===== src/tts_pkg.sv =====
// shared types and codes for the task table round robin scheduler
// no dependencies; imported by tts_slot_mem and task_table_round_robin_scheduler
`default_nettype none

package tts_pkg;

  // fixed field widths of the item, result and configuration channels, and of the tick counter
  localparam int ACTION_W   = 3;
  localparam int AMOUNT_W   = 8;
  localparam int TASKNUM_W  = 8;
  localparam int STATUS_W   = 3;
  localparam int AFFECT_W   = 5;
  localparam int RSLOT_W    = 4;
  localparam int USED_W     = 5;
  localparam int TICK_W     = 8;
  localparam int CFG_IDX_W  = 2;
  localparam int CFG_DATA_W = 8;

  // slot state codes as stored in the slot memory
  typedef logic [1:0] slot_state_t;
  localparam slot_state_t SS_READY      = 2'd0;
  localparam slot_state_t SS_RUNNING    = 2'd1;
  localparam slot_state_t SS_SUSPENDED  = 2'd2;
  localparam slot_state_t SS_TERMINATED = 2'd3;

  // action codes
  localparam logic [ACTION_W-1:0] ACT_CREATE     = 3'd0;
  localparam logic [ACTION_W-1:0] ACT_KILL       = 3'd1;
  localparam logic [ACTION_W-1:0] ACT_INTERRUPT  = 3'd2;
  localparam logic [ACTION_W-1:0] ACT_RESUME_ONE = 3'd3;
  localparam logic [ACTION_W-1:0] ACT_RESUME_ALL = 3'd4;
  localparam logic [ACTION_W-1:0] ACT_TICK       = 3'd5;
  localparam logic [ACTION_W-1:0] ACT_FCFS       = 3'd6;

  // result status codes
  localparam logic [STATUS_W-1:0] STAT_DONE       = 3'd0;
  localparam logic [STATUS_W-1:0] STAT_FULL       = 3'd1;
  localparam logic [STATUS_W-1:0] STAT_NOT_FOUND  = 3'd2;
  localparam logic [STATUS_W-1:0] STAT_TERMINATED = 3'd3;
  localparam logic [STATUS_W-1:0] STAT_NONE_SUSP  = 3'd4;

  // configuration register indexes
  localparam logic [CFG_IDX_W-1:0] CFG_MODE    = 2'd0;
  localparam logic [CFG_IDX_W-1:0] CFG_QUANTUM = 2'd1;

  typedef enum logic [2:0] {
    ST_IDLE,
    ST_CREATE,
    ST_SCAN,
    ST_DONE
  } sched_state_t;

  // what a slot scan looks for and what it does on a hit
  typedef enum logic [2:0] {
    SK_FCFS,
    SK_RR,
    SK_RESUME_ALL,
    SK_KILL,
    SK_RESUME_ONE
  } scan_kind_t;

endpackage

`default_nettype wire


===== src/tts_slot_mem.sv =====
// slot state memory: one write port, one read port with registered data
// depends on tts_pkg for the slot state type
`default_nettype none

module tts_slot_mem #(
  parameter int DEPTH = 16,
  parameter int AW    = 4
) (
  input  wire                      clk,
  input  wire                      we,
  input  wire  [AW-1:0]            waddr,
  input  tts_pkg::slot_state_t     wdata,
  input  wire                      re,
  input  wire  [AW-1:0]            raddr,
  output tts_pkg::slot_state_t     rdata
);
  import tts_pkg::*;

  slot_state_t mem [DEPTH];

  always_ff @(posedge clk) begin
    if (we) begin
      mem[waddr] <= wdata;
    end
  end

  always_ff @(posedge clk) begin
    if (re) begin
      rdata <= mem[raddr];
    end
  end

endmodule

`default_nettype wire


===== src/task_table_round_robin_scheduler.sv =====
// task table scheduler top level: sequencer over the slot state memory
// depends on tts_pkg and tts_slot_mem
//
//   channel  | direction | handshake            | payload
//   ---------+-----------+----------------------+----------------------------------------
//   in       | sink      | in_valid / in_stall  | action, amount, task_number
//   out      | source    | out_valid / out_stall| status, affected_count, running_valid,
//            |           |                      | running_slot, slots_used, switched
//   cfg      | sink      | cfg_valid / cfg_ready| cfg_index, cfg_data
//
// one item at a time; interrupt, quiet ticks, unused codes and rejected numbers go straight
// to the result, kill and resume one read the named slot, a scan walks the filled slots (one
// memory read per slot, read data registered); create writes one slot per added task, and
// in first-come mode, unless the table filled up, a first-come dispatch scan follows;
// the result sits in an output register, so the next item is taken while it waits; a finished
// item behind a stalled output register holds in its last state and keeps the input stalled
// reset (synchronous) empties the table by zeroing the fill count; memory contents need no
// clearing pass since only filled slots are ever read; mode returns to 0, quantum to 1
`default_nettype none

module task_table_round_robin_scheduler #(
  parameter int MAX_SLOTS = 16
) (
  input  wire                                    clk,
  input  wire                                    rst,
  input  wire                                    in_valid,
  output logic                                   in_stall,
  input  wire  [tts_pkg::ACTION_W-1:0]           action,
  input  wire  [tts_pkg::AMOUNT_W-1:0]           amount,
  input  wire  [tts_pkg::TASKNUM_W-1:0]          task_number,
  output logic                                   out_valid,
  input  wire                                    out_stall,
  output logic [tts_pkg::STATUS_W-1:0]           status,
  output logic [tts_pkg::AFFECT_W-1:0]           affected_count,
  output logic                                   running_valid,
  output logic [tts_pkg::RSLOT_W-1:0]            running_slot,
  output logic [tts_pkg::USED_W-1:0]             slots_used,
  output logic                                   switched,
  input  wire                                    cfg_valid,
  output logic                                   cfg_ready,
  input  wire  [tts_pkg::CFG_IDX_W-1:0]          cfg_index,
  input  wire  [tts_pkg::CFG_DATA_W-1:0]         cfg_data
);
  import tts_pkg::*;

  localparam int IW = $clog2(MAX_SLOTS);
  localparam int CW = $clog2(MAX_SLOTS + 1);

  sched_state_t state, state_next;
  scan_kind_t   kind, kind_next;

  logic [IW-1:0]       addr, addr_next;
  logic [IW-1:0]       paddr, paddr_next;
  logic [CW-1:0]       remain, remain_next;
  logic                pend, pend_next;
  logic [CW-1:0]       used, used_next;
  logic [IW-1:0]       cur, cur_next;
  logic                cur_valid, cur_valid_next;
  logic [TICK_W-1:0]   tick, tick_next;
  logic [STATUS_W-1:0] res_status, res_status_next;
  logic [CW-1:0]       aff, aff_next;
  logic                sw, sw_next;
  logic                full, full_next;
  logic                mode;
  logic [TICK_W-1:0]   quantum;

  logic                mem_we;
  logic [IW-1:0]       mem_wa;
  slot_state_t         mem_wd;
  logic                mem_re;
  logic [IW-1:0]       mem_ra;
  slot_state_t         rd_data;

  logic                in_accept;
  logic                out_free;
  logic                num_bad;
  logic [TICK_W-1:0]   tick_inc;
  logic [TICK_W-1:0]   q_eff;
  logic                tick_fire;
  logic [CW-1:0]       room;
  logic                create_full;
  logic [CW-1:0]       create_cnt;
  logic [CW-1:0]       addr_plus;
  logic [IW-1:0]       addr_wrap;
  logic [CW-1:0]       cur_plus;
  logic [IW-1:0]       rr_start;
  logic                rd_ready;
  logic                rd_susp;
  logic                scan_hit;
  logic                scan_end;

  tts_slot_mem #(
    .DEPTH (MAX_SLOTS),
    .AW    (IW)
  ) u_slot_mem (
    .clk   (clk),
    .we    (mem_we),
    .waddr (mem_wa),
    .wdata (mem_wd),
    .re    (mem_re),
    .raddr (mem_ra),
    .rdata (rd_data)
  );

  assign in_stall  = (state != ST_IDLE);
  assign in_accept = in_valid && !in_stall;
  assign out_free  = !out_valid || !out_stall;
  assign cfg_ready = 1'b1;

  assign num_bad   = (task_number == '0) || (task_number > TASKNUM_W'(used));
  assign tick_inc  = tick + 1'b1;
  assign q_eff     = (quantum == '0) ? TICK_W'(1) : quantum;
  assign tick_fire = mode && (tick_inc >= q_eff);

  assign room        = CW'(MAX_SLOTS) - used;
  assign create_full = amount > AMOUNT_W'(room);
  assign create_cnt  = create_full ? room : CW'(amount);

  // cyclic walk over the filled slots only
  assign addr_plus = CW'(addr) + 1'b1;
  assign addr_wrap = (addr_plus >= used) ? '0 : IW'(addr_plus);
  assign cur_plus  = CW'(cur) + 1'b1;
  assign rr_start  = !cur_valid ? '0 : ((cur_plus >= used) ? '0 : IW'(cur_plus));

  assign rd_ready = (rd_data == SS_READY);
  assign rd_susp  = (rd_data == SS_SUSPENDED);

  always_comb begin
    scan_hit = 1'b0;
    if (state == ST_SCAN && pend) begin
      unique case (kind)
        SK_FCFS:       scan_hit = rd_ready;
        SK_RR:         scan_hit = rd_ready || rd_susp;
        SK_KILL:       scan_hit = 1'b1;
        SK_RESUME_ONE: scan_hit = 1'b1;
        default:       scan_hit = 1'b0;
      endcase
    end
  end

  assign scan_end = (state == ST_SCAN) && !pend && (remain == '0);

  // next state
  always_comb begin
    state_next = state;
    unique case (state)
      ST_IDLE: begin
        if (in_accept) begin
          unique case (action)
            ACT_CREATE:     state_next = ST_CREATE;
            ACT_KILL:       state_next = num_bad ? ST_DONE : ST_SCAN;
            ACT_RESUME_ONE: state_next = num_bad ? ST_DONE : ST_SCAN;
            ACT_RESUME_ALL: state_next = ST_SCAN;
            ACT_TICK:       state_next = tick_fire ? ST_SCAN : ST_DONE;
            ACT_FCFS:       state_next = ST_SCAN;
            default:        state_next = ST_DONE;
          endcase
        end
      end
      ST_CREATE: begin
        if (remain == '0) begin
          state_next = (!full && !mode) ? ST_SCAN : ST_DONE;
        end
      end
      ST_SCAN: begin
        if (scan_hit || scan_end) begin
          state_next = ST_DONE;
        end
      end
      ST_DONE: begin
        if (out_free) begin
          state_next = ST_IDLE;
        end
      end
      default: state_next = ST_IDLE;
    endcase
  end

  // datapath and memory control
  always_comb begin
    kind_next       = kind;
    addr_next       = addr;
    paddr_next      = paddr;
    remain_next     = remain;
    pend_next       = pend;
    used_next       = used;
    cur_next        = cur;
    cur_valid_next  = cur_valid;
    tick_next       = tick;
    res_status_next = res_status;
    aff_next        = aff;
    sw_next         = sw;
    full_next       = full;
    mem_we          = 1'b0;
    mem_wa          = cur;
    mem_wd          = SS_SUSPENDED;
    mem_re          = 1'b0;
    mem_ra          = addr;

    unique case (state)
      ST_IDLE: begin
        if (in_accept) begin
          res_status_next = STAT_DONE;
          aff_next        = '0;
          sw_next         = 1'b0;
          pend_next       = 1'b0;
          unique case (action)
            ACT_CREATE: begin
              remain_next = create_cnt;
              aff_next    = create_cnt;
              full_next   = create_full;
            end
            ACT_KILL: begin
              if (num_bad) begin
                res_status_next = STAT_NOT_FOUND;
              end else begin
                kind_next   = SK_KILL;
                addr_next   = IW'(task_number - 1'b1);
                remain_next = CW'(1);
              end
            end
            ACT_INTERRUPT: begin
              if (cur_valid) begin
                mem_we         = 1'b1;
                mem_wa         = cur;
                mem_wd         = SS_SUSPENDED;
                cur_valid_next = 1'b0;
              end
            end
            ACT_RESUME_ONE: begin
              if (num_bad) begin
                res_status_next = STAT_NOT_FOUND;
              end else begin
                kind_next   = SK_RESUME_ONE;
                addr_next   = IW'(task_number - 1'b1);
                remain_next = CW'(1);
              end
            end
            ACT_RESUME_ALL: begin
              kind_next   = SK_RESUME_ALL;
              addr_next   = '0;
              remain_next = used;
            end
            ACT_TICK: begin
              if (mode) begin
                if (tick_fire) begin
                  tick_next   = '0;
                  sw_next     = 1'b1;
                  kind_next   = SK_RR;
                  addr_next   = rr_start;
                  remain_next = used;
                  // the selected slot is always the running one, suspend it now
                  if (cur_valid) begin
                    mem_we = 1'b1;
                    mem_wa = cur;
                    mem_wd = SS_SUSPENDED;
                  end
                end else begin
                  tick_next = tick_inc;
                end
              end
            end
            ACT_FCFS: begin
              kind_next   = SK_FCFS;
              addr_next   = '0;
              remain_next = used;
            end
            default: ;
          endcase
        end
      end

      ST_CREATE: begin
        if (remain != '0) begin
          mem_we      = 1'b1;
          mem_wa      = IW'(used);
          mem_wd      = SS_READY;
          used_next   = used + 1'b1;
          remain_next = remain - 1'b1;
        end else if (full) begin
          res_status_next = STAT_FULL;
        end else if (!mode) begin
          kind_next   = SK_FCFS;
          addr_next   = '0;
          remain_next = used;
          pend_next   = 1'b0;
        end
      end

      ST_SCAN: begin
        // issue side: one read per cycle, data checked in the next cycle
        if (remain != '0) begin
          mem_re      = 1'b1;
          mem_ra      = addr;
          addr_next   = addr_wrap;
          remain_next = remain - 1'b1;
          pend_next   = 1'b1;
          paddr_next  = addr;
        end else begin
          pend_next = 1'b0;
        end

        if (pend) begin
          unique case (kind)
            SK_FCFS, SK_RR: begin
              if (scan_hit) begin
                mem_we         = 1'b1;
                mem_wa         = paddr;
                mem_wd         = SS_RUNNING;
                cur_next       = paddr;
                cur_valid_next = 1'b1;
              end
            end
            SK_RESUME_ALL: begin
              if (rd_susp) begin
                mem_we   = 1'b1;
                mem_wa   = paddr;
                mem_wd   = SS_READY;
                aff_next = aff + 1'b1;
              end
            end
            SK_KILL: begin
              if (rd_data == SS_TERMINATED) begin
                res_status_next = STAT_TERMINATED;
              end else begin
                mem_we = 1'b1;
                mem_wa = paddr;
                mem_wd = SS_TERMINATED;
                if (cur_valid && cur == paddr) begin
                  cur_valid_next = 1'b0;
                end
              end
            end
            SK_RESUME_ONE: begin
              if (rd_susp) begin
                mem_we   = 1'b1;
                mem_wa   = paddr;
                mem_wd   = SS_READY;
                aff_next = CW'(1);
              end else begin
                res_status_next = STAT_NOT_FOUND;
              end
            end
            default: ;
          endcase
        end

        if (scan_end) begin
          if (kind == SK_RR) begin
            cur_valid_next = 1'b0;
          end
          if (kind == SK_RESUME_ALL && aff == '0) begin
            res_status_next = STAT_NONE_SUSP;
          end
        end
      end

      ST_DONE: ;
      default: ;
    endcase
  end

  always_ff @(posedge clk) begin
    if (rst) begin
      state     <= ST_IDLE;
      pend      <= 1'b0;
      used      <= '0;
      cur_valid <= 1'b0;
      cur       <= '0;
      tick      <= '0;
    end else begin
      state     <= state_next;
      pend      <= pend_next;
      used      <= used_next;
      cur_valid <= cur_valid_next;
      cur       <= cur_next;
      tick      <= tick_next;
    end
  end

  always_ff @(posedge clk) begin
    kind       <= kind_next;
    addr       <= addr_next;
    paddr      <= paddr_next;
    remain     <= remain_next;
    res_status <= res_status_next;
    aff        <= aff_next;
    sw         <= sw_next;
    full       <= full_next;
  end

  // configuration registers
  always_ff @(posedge clk) begin
    if (rst) begin
      mode    <= 1'b0;
      quantum <= TICK_W'(1);
    end else if (cfg_valid && cfg_ready) begin
      unique case (cfg_index)
        CFG_MODE:    mode    <= cfg_data[0];
        CFG_QUANTUM: quantum <= cfg_data;
        default: ;
      endcase
    end
  end

  // result register
  always_ff @(posedge clk) begin
    if (rst) begin
      out_valid <= 1'b0;
    end else if (state == ST_DONE && out_free) begin
      out_valid <= 1'b1;
    end else if (!out_stall) begin
      out_valid <= 1'b0;
    end
  end

  always_ff @(posedge clk) begin
    if (state == ST_DONE && out_free) begin
      status         <= res_status;
      affected_count <= AFFECT_W'(aff);
      running_valid  <= cur_valid;
      running_slot   <= cur_valid ? RSLOT_W'(cur) : '0;
      slots_used     <= USED_W'(used);
      switched       <= sw;
    end
  end

endmodule

`default_nettype wire


===== config.mk =====
export PLATFORM = sky130hd
export DESIGN_NAME = task_table_round_robin_scheduler
export DESIGN_NICKNAME = d
export VERILOG_FILES = /design/src/tts_pkg.sv /design/src/tts_slot_mem.sv /design/src/task_table_round_robin_scheduler.sv
export SDC_FILE = /design/constraint.sdc
export NUM_CORES = 1
export LEC_CHECK = 0
export ABC_AREA = 1
export BUFFER_PORTS_ARGS = -buffer_cell sky130_fd_sc_hd__buf_2
export CORE_MARGIN = 1.5
export CORE_UTILIZATION = 55
export DETAILED_ROUTE_END_ITERATION = 16
export PLACE_DENSITY = 0.72
export SLEW_MARGIN = 20
export SYNTH_ARGS = -nofsm -noshare
export SYNTH_HDL_FRONTEND = slang
export SYNTH_HIERARCHICAL = 1
export SYNTH_SLANG_ARGS = --single-unit
export TNS_END_PERCENT = 100

===== constraint.sdc =====
create_clock -name clk -period 2.9 [get_ports clk]
set_input_delay 0.435 -clock clk [delete_from_list [all_inputs] [get_ports clk]]
set_output_delay 0.435 -clock clk [all_outputs]
set_load 0.02 [all_outputs]

# After elaboration in Yosys (flattened, before gate mapping)
# Memory sizes are Yosys's and may differ from the RTL's. A register that Yosys moved wholly into a read port is not among the register bits.
# Cells that the tools add are included.
classes:
  reduce_logical: 55
  n_addsub: 8
  n_eq_ne: 42
  n_lt_le_gt_ge: 5
  muxes: 113
op_table:
  columns: ["operator", "count"]
  rows:
  - ["two-way mux 5 bit", 14]
  - ["two-way mux 4 bit", 16]
  - ["two-way mux 3 bit", 20]
  - ["one-hot mux 4 bit (3 select lines)", 3]
  - ["two-way mux 1 bit", 32]
  - ["!= test 3 bit, second input constant", 9]
  - ["one-hot mux 5 bit (2 select lines)", 2]
  - ["one-hot mux 5 bit (4 select lines)", 1]
  - ["AND reduction 10 bit", 2]
  - ["equality test 3 x 2 -> 1 bit, second input constant", 6]
  - ["> comparator 8 x 5 -> 1 bit", 2]
  - ["zero test 8 bit", 2]
  - ["two-way mux 8 bit", 2]
  - ["!= test 2 bit, second input constant", 8]
  - ["one-hot mux 3 bit (5 select lines)", 1]
  - ["one-hot mux 5 bit (3 select lines)", 1]
  - ["equality test 3 bit, second input constant", 4]
  - ["two-way mux 2 bit", 6]
  - ["one-hot mux 1 bit (3 select lines)", 4]
  - ["one-hot mux 3 bit (2 select lines)", 2]
  - ["one-hot mux 3 bit (4 select lines)", 1]
  - ["AND reduction 2 bit", 6]
  - ["AND reduction 4 bit", 3]
  - ["adder 4 x 1 -> 5 bit, second input constant", 2]
  - ["36 further kinds", 74]
word_totals:
  wordCells: 247
  register_bits: 77
  memories: 1
  output_inout_bits: 22
  ram_bits: 32
  inputBits: 34
memory_table:
  columns: ["memory", "words", "width", "rd", "rd_clocked_by_memory_dff", "wr", "line", "source"]
  rows:
  - ["u_slot_mem.mem", 16, 2, 1, 1, 1, "tts_slot_mem.sv:19", "slot_state_t mem [DEPTH];"]

# Logic depth before layout (Yosys ltp)
logic_depth:
  depth_word: 11
  mapped_depth: 16
  ltp_nobuf: 16

# Cells and area by module
# Netlist, hierarchy kept.
modules_own_cells:
  columns: ["module", "cells_per_inst", "seq_area_each_um2", "instances", "area_each_um2"]
  rows:
  - ["task_table_round_robin_scheduler", 676, 1971.9, 1, 5181.2]
  - ["tts_slot_mem", 159, 1021.0, 1, 1551.5]

# Worst setup path after synthesis
# Ideal clock, no wire load.
synth_path:
  path_kind: "register -> register"
  from: "register tick[0]"
  to: "memory u_slot_mem/mem[12][0] in the netlist's numbering, enable pin"
  path_stages_with_launch: 15
  path_buffers: 0
  arrival_ps: 2344
  required_time_ps: 2591
  synth_period_minus_slack_ps: 2653
  slack_ps: 247
  setup_time_ps: 309
  path_cell_list: "dfxtp_1 ha_1 nand3_1 nand3b_1 xnor2_1 ha_1 nand2_1 o21a_1 nand2_1 nand3_1 nand2_1 nand2_1 a21oi_1 nand3_1 nor2_1"
synth_between:
  elab_chain_cells: 10
synth_lines:
  columns: ["item", "line", "source"]
  rows:
  - ["from (decl)", "task_table_round_robin_scheduler.sv:59", "logic [TICK_W-1:0] tick, tick_next;"]
  - ["from (signal assigned)", "task_table_round_robin_scheduler.sv:377", "tick <= tick_next;"]
  - ["adder 8 x 1 -> 8 bit", "task_table_round_robin_scheduler.sv:111", "assign tick_inc = tick + 1'b1;"]
  - ["greater-or-equal comparator 8 bit", "task_table_round_robin_scheduler.sv:113", "assign tick_fire = mode && (tick_inc >= q_eff);"]
  - ["logical AND 1 bit", "task_table_round_robin_scheduler.sv:113", null]
  - ["two-way mux 1 bit", "task_table_round_robin_scheduler.sv:246", "if (tick_fire) begin"]
  - ["two-way mux 1 bit", "task_table_round_robin_scheduler.sv:245", "if (mode) begin"]
  - ["one-hot mux 1 bit (2 select lines)", "task_table_round_robin_scheduler.sv:207", "unique case (action)"]
  - ["two-way mux 1 bit", "task_table_round_robin_scheduler.sv:202", "if (in_accept) begin"]
  - ["one-hot mux 1 bit (3 select lines)", "task_table_round_robin_scheduler.sv:200", "unique case (state)"]
  - ["via mem_we", "task_table_round_robin_scheduler.sv:67", "logic mem_we;"]
  - ["two-way mux 1 bit", "tts_slot_mem.sv:22", "if (we) begin"]
  - ["two-way mux 1 bit (not written as such)", "tts_slot_mem.sv:23", "mem[waddr] <= wdata;"]
  - ["to (decl)", "tts_slot_mem.sv:19", null]
# The timed path passes the listed nets, and every way through them passes these cells.

# Final worst setup path
layout_path:
  from: "register tick[1]"
  to: "memory u_slot_mem/mem[11][0] in the netlist's numbering, enable pin"
# Same word-level chain as after synthesis.

==> flow_summary.json <==
{
  "powerDensity_nw_per_um2": 802.7,
  "max_slew_margin_pct": 62.84,
  "n_fill_cell": 1016,
  "worstPathCellList": "ha_4 > nand3_2 > nand3b_1 > xnor2_2 > ha_1 > nand2_2 > o21a_1 > nand2_2 > nand3_2 > nand2_1 > nand2_1 > a21oi_2 > buf_4 > nand3b_1 > nor2_2",
  "grt_max_degree": 22,
  "critical-path-top-delay-family": "simple AND/OR/NAND/NOR gates",
  "synth_top_cell_by_area": "edfxtp_1",
  "period_share_pct": 96.94,
  "synth_seq_cells": 110,
  "routabilityCongestion": 1.027,
  "startpoint_type": "flop",
  "synth_top_area_share_pct": 35.24,
  "viasPerCell": 5.561,
  "drt_iter0_markers": 460,
  "synth_top_family_by_area": "simple AND/OR/NAND/NOR gates",
  "drive_gt1_share_pct": 15.90,
  "synth_cell_types": 47,
  "rsz0062_at_grt": "true",
  "overflow": 0,
  "totalWireLength_microns": 16350,
  "r2r_start": "tick[1]$_SDFFE_PP0P_",
  "period_minus_slack_ps": 2811,
  "synthArstFlopShare_pct": 0,
  "crit_start": "tick[1]$_SDFFE_PP0P_",
  "slew_viol_final": 0,
  "cp_max_fo": 4,
  "design.die.area_sq_um": 12910,
  "multi_input_area_sq_um": 3214,
  "worstReg2RegEnd": "u_slot_mem/mem[11][0]$_DFFE_PP_",
  "synth_edf_count": 79,
  "cp_slowest_cell": "dfxtp_2",
  "yosysWarnings": 6,
  "port_buffers": 54,
  "die_y_microns": 113.6,
  "min_to": "quantum[0]$_SDFFE_PP1P_",
  "num_io_pins": 56,
  "setup_viol": 0,
  "synth-simple-area-share_pct": 24.48,
  "rows": 40,
  "synthesis.area_sq_um": 6733,
  "worstMarginPinSlew_ps": 557.5,
  "r2r_slack_ps": 90,
  "dpl_worst_slack_ps": 13.13,
  "drt_first_pass_iters": 5,
  "crit_type": "reg2reg",
  "hold_viol_final": 0,
  "diodes": 0,
  "synth-xor-area-share_pct": 2.992,
  "synth.yosys.seq_area_share_pct": 44.45,
  "synthCells": 835,
  "drc_errors": 0,
  "r2r_cells": 15,
  "synth_area_leaders": "edfxtp_1, nand2_1, dfxtp_1",
  "cp.required_ps": 2960,
  "nets": 985,
  "tns_ps": 0,
  "layout_common_cells": "nand2_1, inv_1, edfxtp_1",
  "vias": 5889,
  "p_leak_nw": 3.453,
  "numCtsBuffers": 9,
  "hold_class": "in2reg",
  "met3_usage_pct": 4.516,
  "hold_start": "cfg_data[0]",
  "track_usage_pct": 26.40,
  "grt_busiest_layer": "met2",
  "initial_core_util_pct": 56.29,
  "core_area_sq_um": 11960,
  "ctsRootBufferMaster": "clkbuf_16",
  "cts_max_path_buffers": 2,
  "syn_nets": 913,
  "crit_buf_inv": 1,
  "max_freq_ghz": 0.3557,
  "vdd_drop_max_mv": 0.4495,
  "worstSkewPairLatency_ps": 350,
  "grt_antenna_before_repair": 0,
  "grt_pass1_vias": 5624,
  "cts_tree": "done",
  "clock_sinks": 110,
  "muxShareOfSynthArea_pct": 0,
  "synth_adder_area_share_pct": 8.177,
  "drtAntennaViolNets": 0,
  "cts_hold_buf": 0,
  "whs_path_depth": 3,
  "synth_compound_area_share_pct": 10.69,
  "die_w_microns": 113.6,
  "htree_num_levels": 3,
  "area_growth_pct": 13.66,
  "syn_area_per_cell_sq_um": 8.063,
  "final.setup.worst_slack_ps": 88.65,
  "outcome": "finished, final reports clean",
  "met1_usage_pct": 34.94,
  "final_common_cell": "nand2_1",
  "drv_cap": 0,
  "clk_transition_reported_paths_ps": 70,
  "grt_pass1_wl_microns": 26810,
  "dpl.hpwl_microns": 12380,
  "power_mw": 6.142,
  "hold_ws_ps": 318.4,
  "finalClockSkew_ps": 5.772,
  "wire_per_inst_microns": 15.44,
  "crit_path_max_incr_delay_ps": 380,
  "cp.arrival_ps": 2870,
  "seq_area_sq_um": 3002,
  "ys.flop_type": "edfxtp_1",
  "crit_path_end_kind": "flop",
  "use_met2_pct": 42.45
}
sequential cells by signal (all words and copies together) (netlist names), 2 cells and up:
name	flops
running_slot	4
u_slot_mem/rdata	2
slots_used	5
remain	5
addr	4
affected_count	5
res_status	3
aff	5
status	3
quantum	8
used	5
kind	3
state	2
tick	8
paddr	4
u_slot_mem/mem	32
cur	4
per-layer routing:
metal / share of wire, % / up-vias
met5: 0 / -
met4: 3.6 / 0
met3: 7.0 / 50
met2: 47 / 219
met1: 43 / 2709
li1: - / 2911
report_power, final:
part           leakage [nW]  internal [mW]  switching (mW)
sequential             1.01           2.11           0.253
clock                 0.129          0.589           0.569
combinational          2.32          0.875            1.74
total                  3.45           3.58            2.56
tightest hold or removal path: stages:
cell,delay [ps]
buf_2,90
nand2_1,50
nand3_1,70
timing repair:
item | CTS | global route
setup buffers | 0 | 4
gates resized for setup | 0 | 30
setup endpoints to repair | 0 | 41
synthesized netlist by cell type, types with 6 or more instances:
| cell | instances |
|---|---|
| nand3_1 | 66 |
| ha_1 | 44 |
| inv_1 | 130 |
| dfxtp_1 | 31 |
| xnor2_1 | 6 |
| o21ai_0 | 37 |
| nor3_1 | 10 |
| a21oi_1 | 58 |
| edfxtp_1 | 79 |
| nand2_1 | 202 |
| clkbuf_1 | 7 |
| nor4_1 | 7 |
| o22ai_1 | 9 |
| xor2_1 | 17 |
| nor2_1 | 55 |
| nand4_1 | 8 |
metrics by stage:
stage | util [%] | std cells | area, sq um
6_report | 63.97 | 1059 | 7652
5_1_grt | 63.97 | 1059 | 7652
4_1_cts | 62.86 | 1055 | 7518
3_5_place_dp | 60.56 | 1039 | 7244
3_3_place_gp | 60.56 | 1039 | 7244
2_1_floorplan | - | 835 | 6733
area by class of cell:
cell class,count,share of cell area [%]
clock buffer,10,2.992
clock inverter,6,0.5886
inverter,140,6.998
multi-input combinational,569,42.00
sequential,110,39.22
tap,147,2.404
timing repair buffer,77,5.788
worst max path at each step:
| stage | to | slack (ps) | depth (start not counted) |
|---|---|---|---|
| floorplan | u_slot_mem/mem[12][0]$_DFFE_PP_ | 250 | 14 |
| global placement | u_slot_mem/mem[9][0]$_DFFE_PP_ | 110 | 15 |
| detailed placement | u_slot_mem/mem[11][0]$_DFFE_PP_ | 10 | 15 |
| CTS | u_slot_mem/mem[11][0]$_DFFE_PP_ | 2 | 15 |
| global route | u_slot_mem/mem[11][0]$_DFFE_PP_ | -110 | 15 |
| finish | u_slot_mem/mem[11][0]$_DFFE_PP_ | 90 | 15 |
cells by family (layout without fill, tap and decap cells):
kind of cell               count (synthesis)  after routing
AOI/OAI and AO/OA                        129            129
xor gates and xnor gates                  23             23
adders and majority gates                 44             44
buffers and inverters                    156            233
DFF                                      110            110
other                                      1              1
and+or+nand+nor                          372            372
Note: power is estimated with default switching activity, not from simulation.
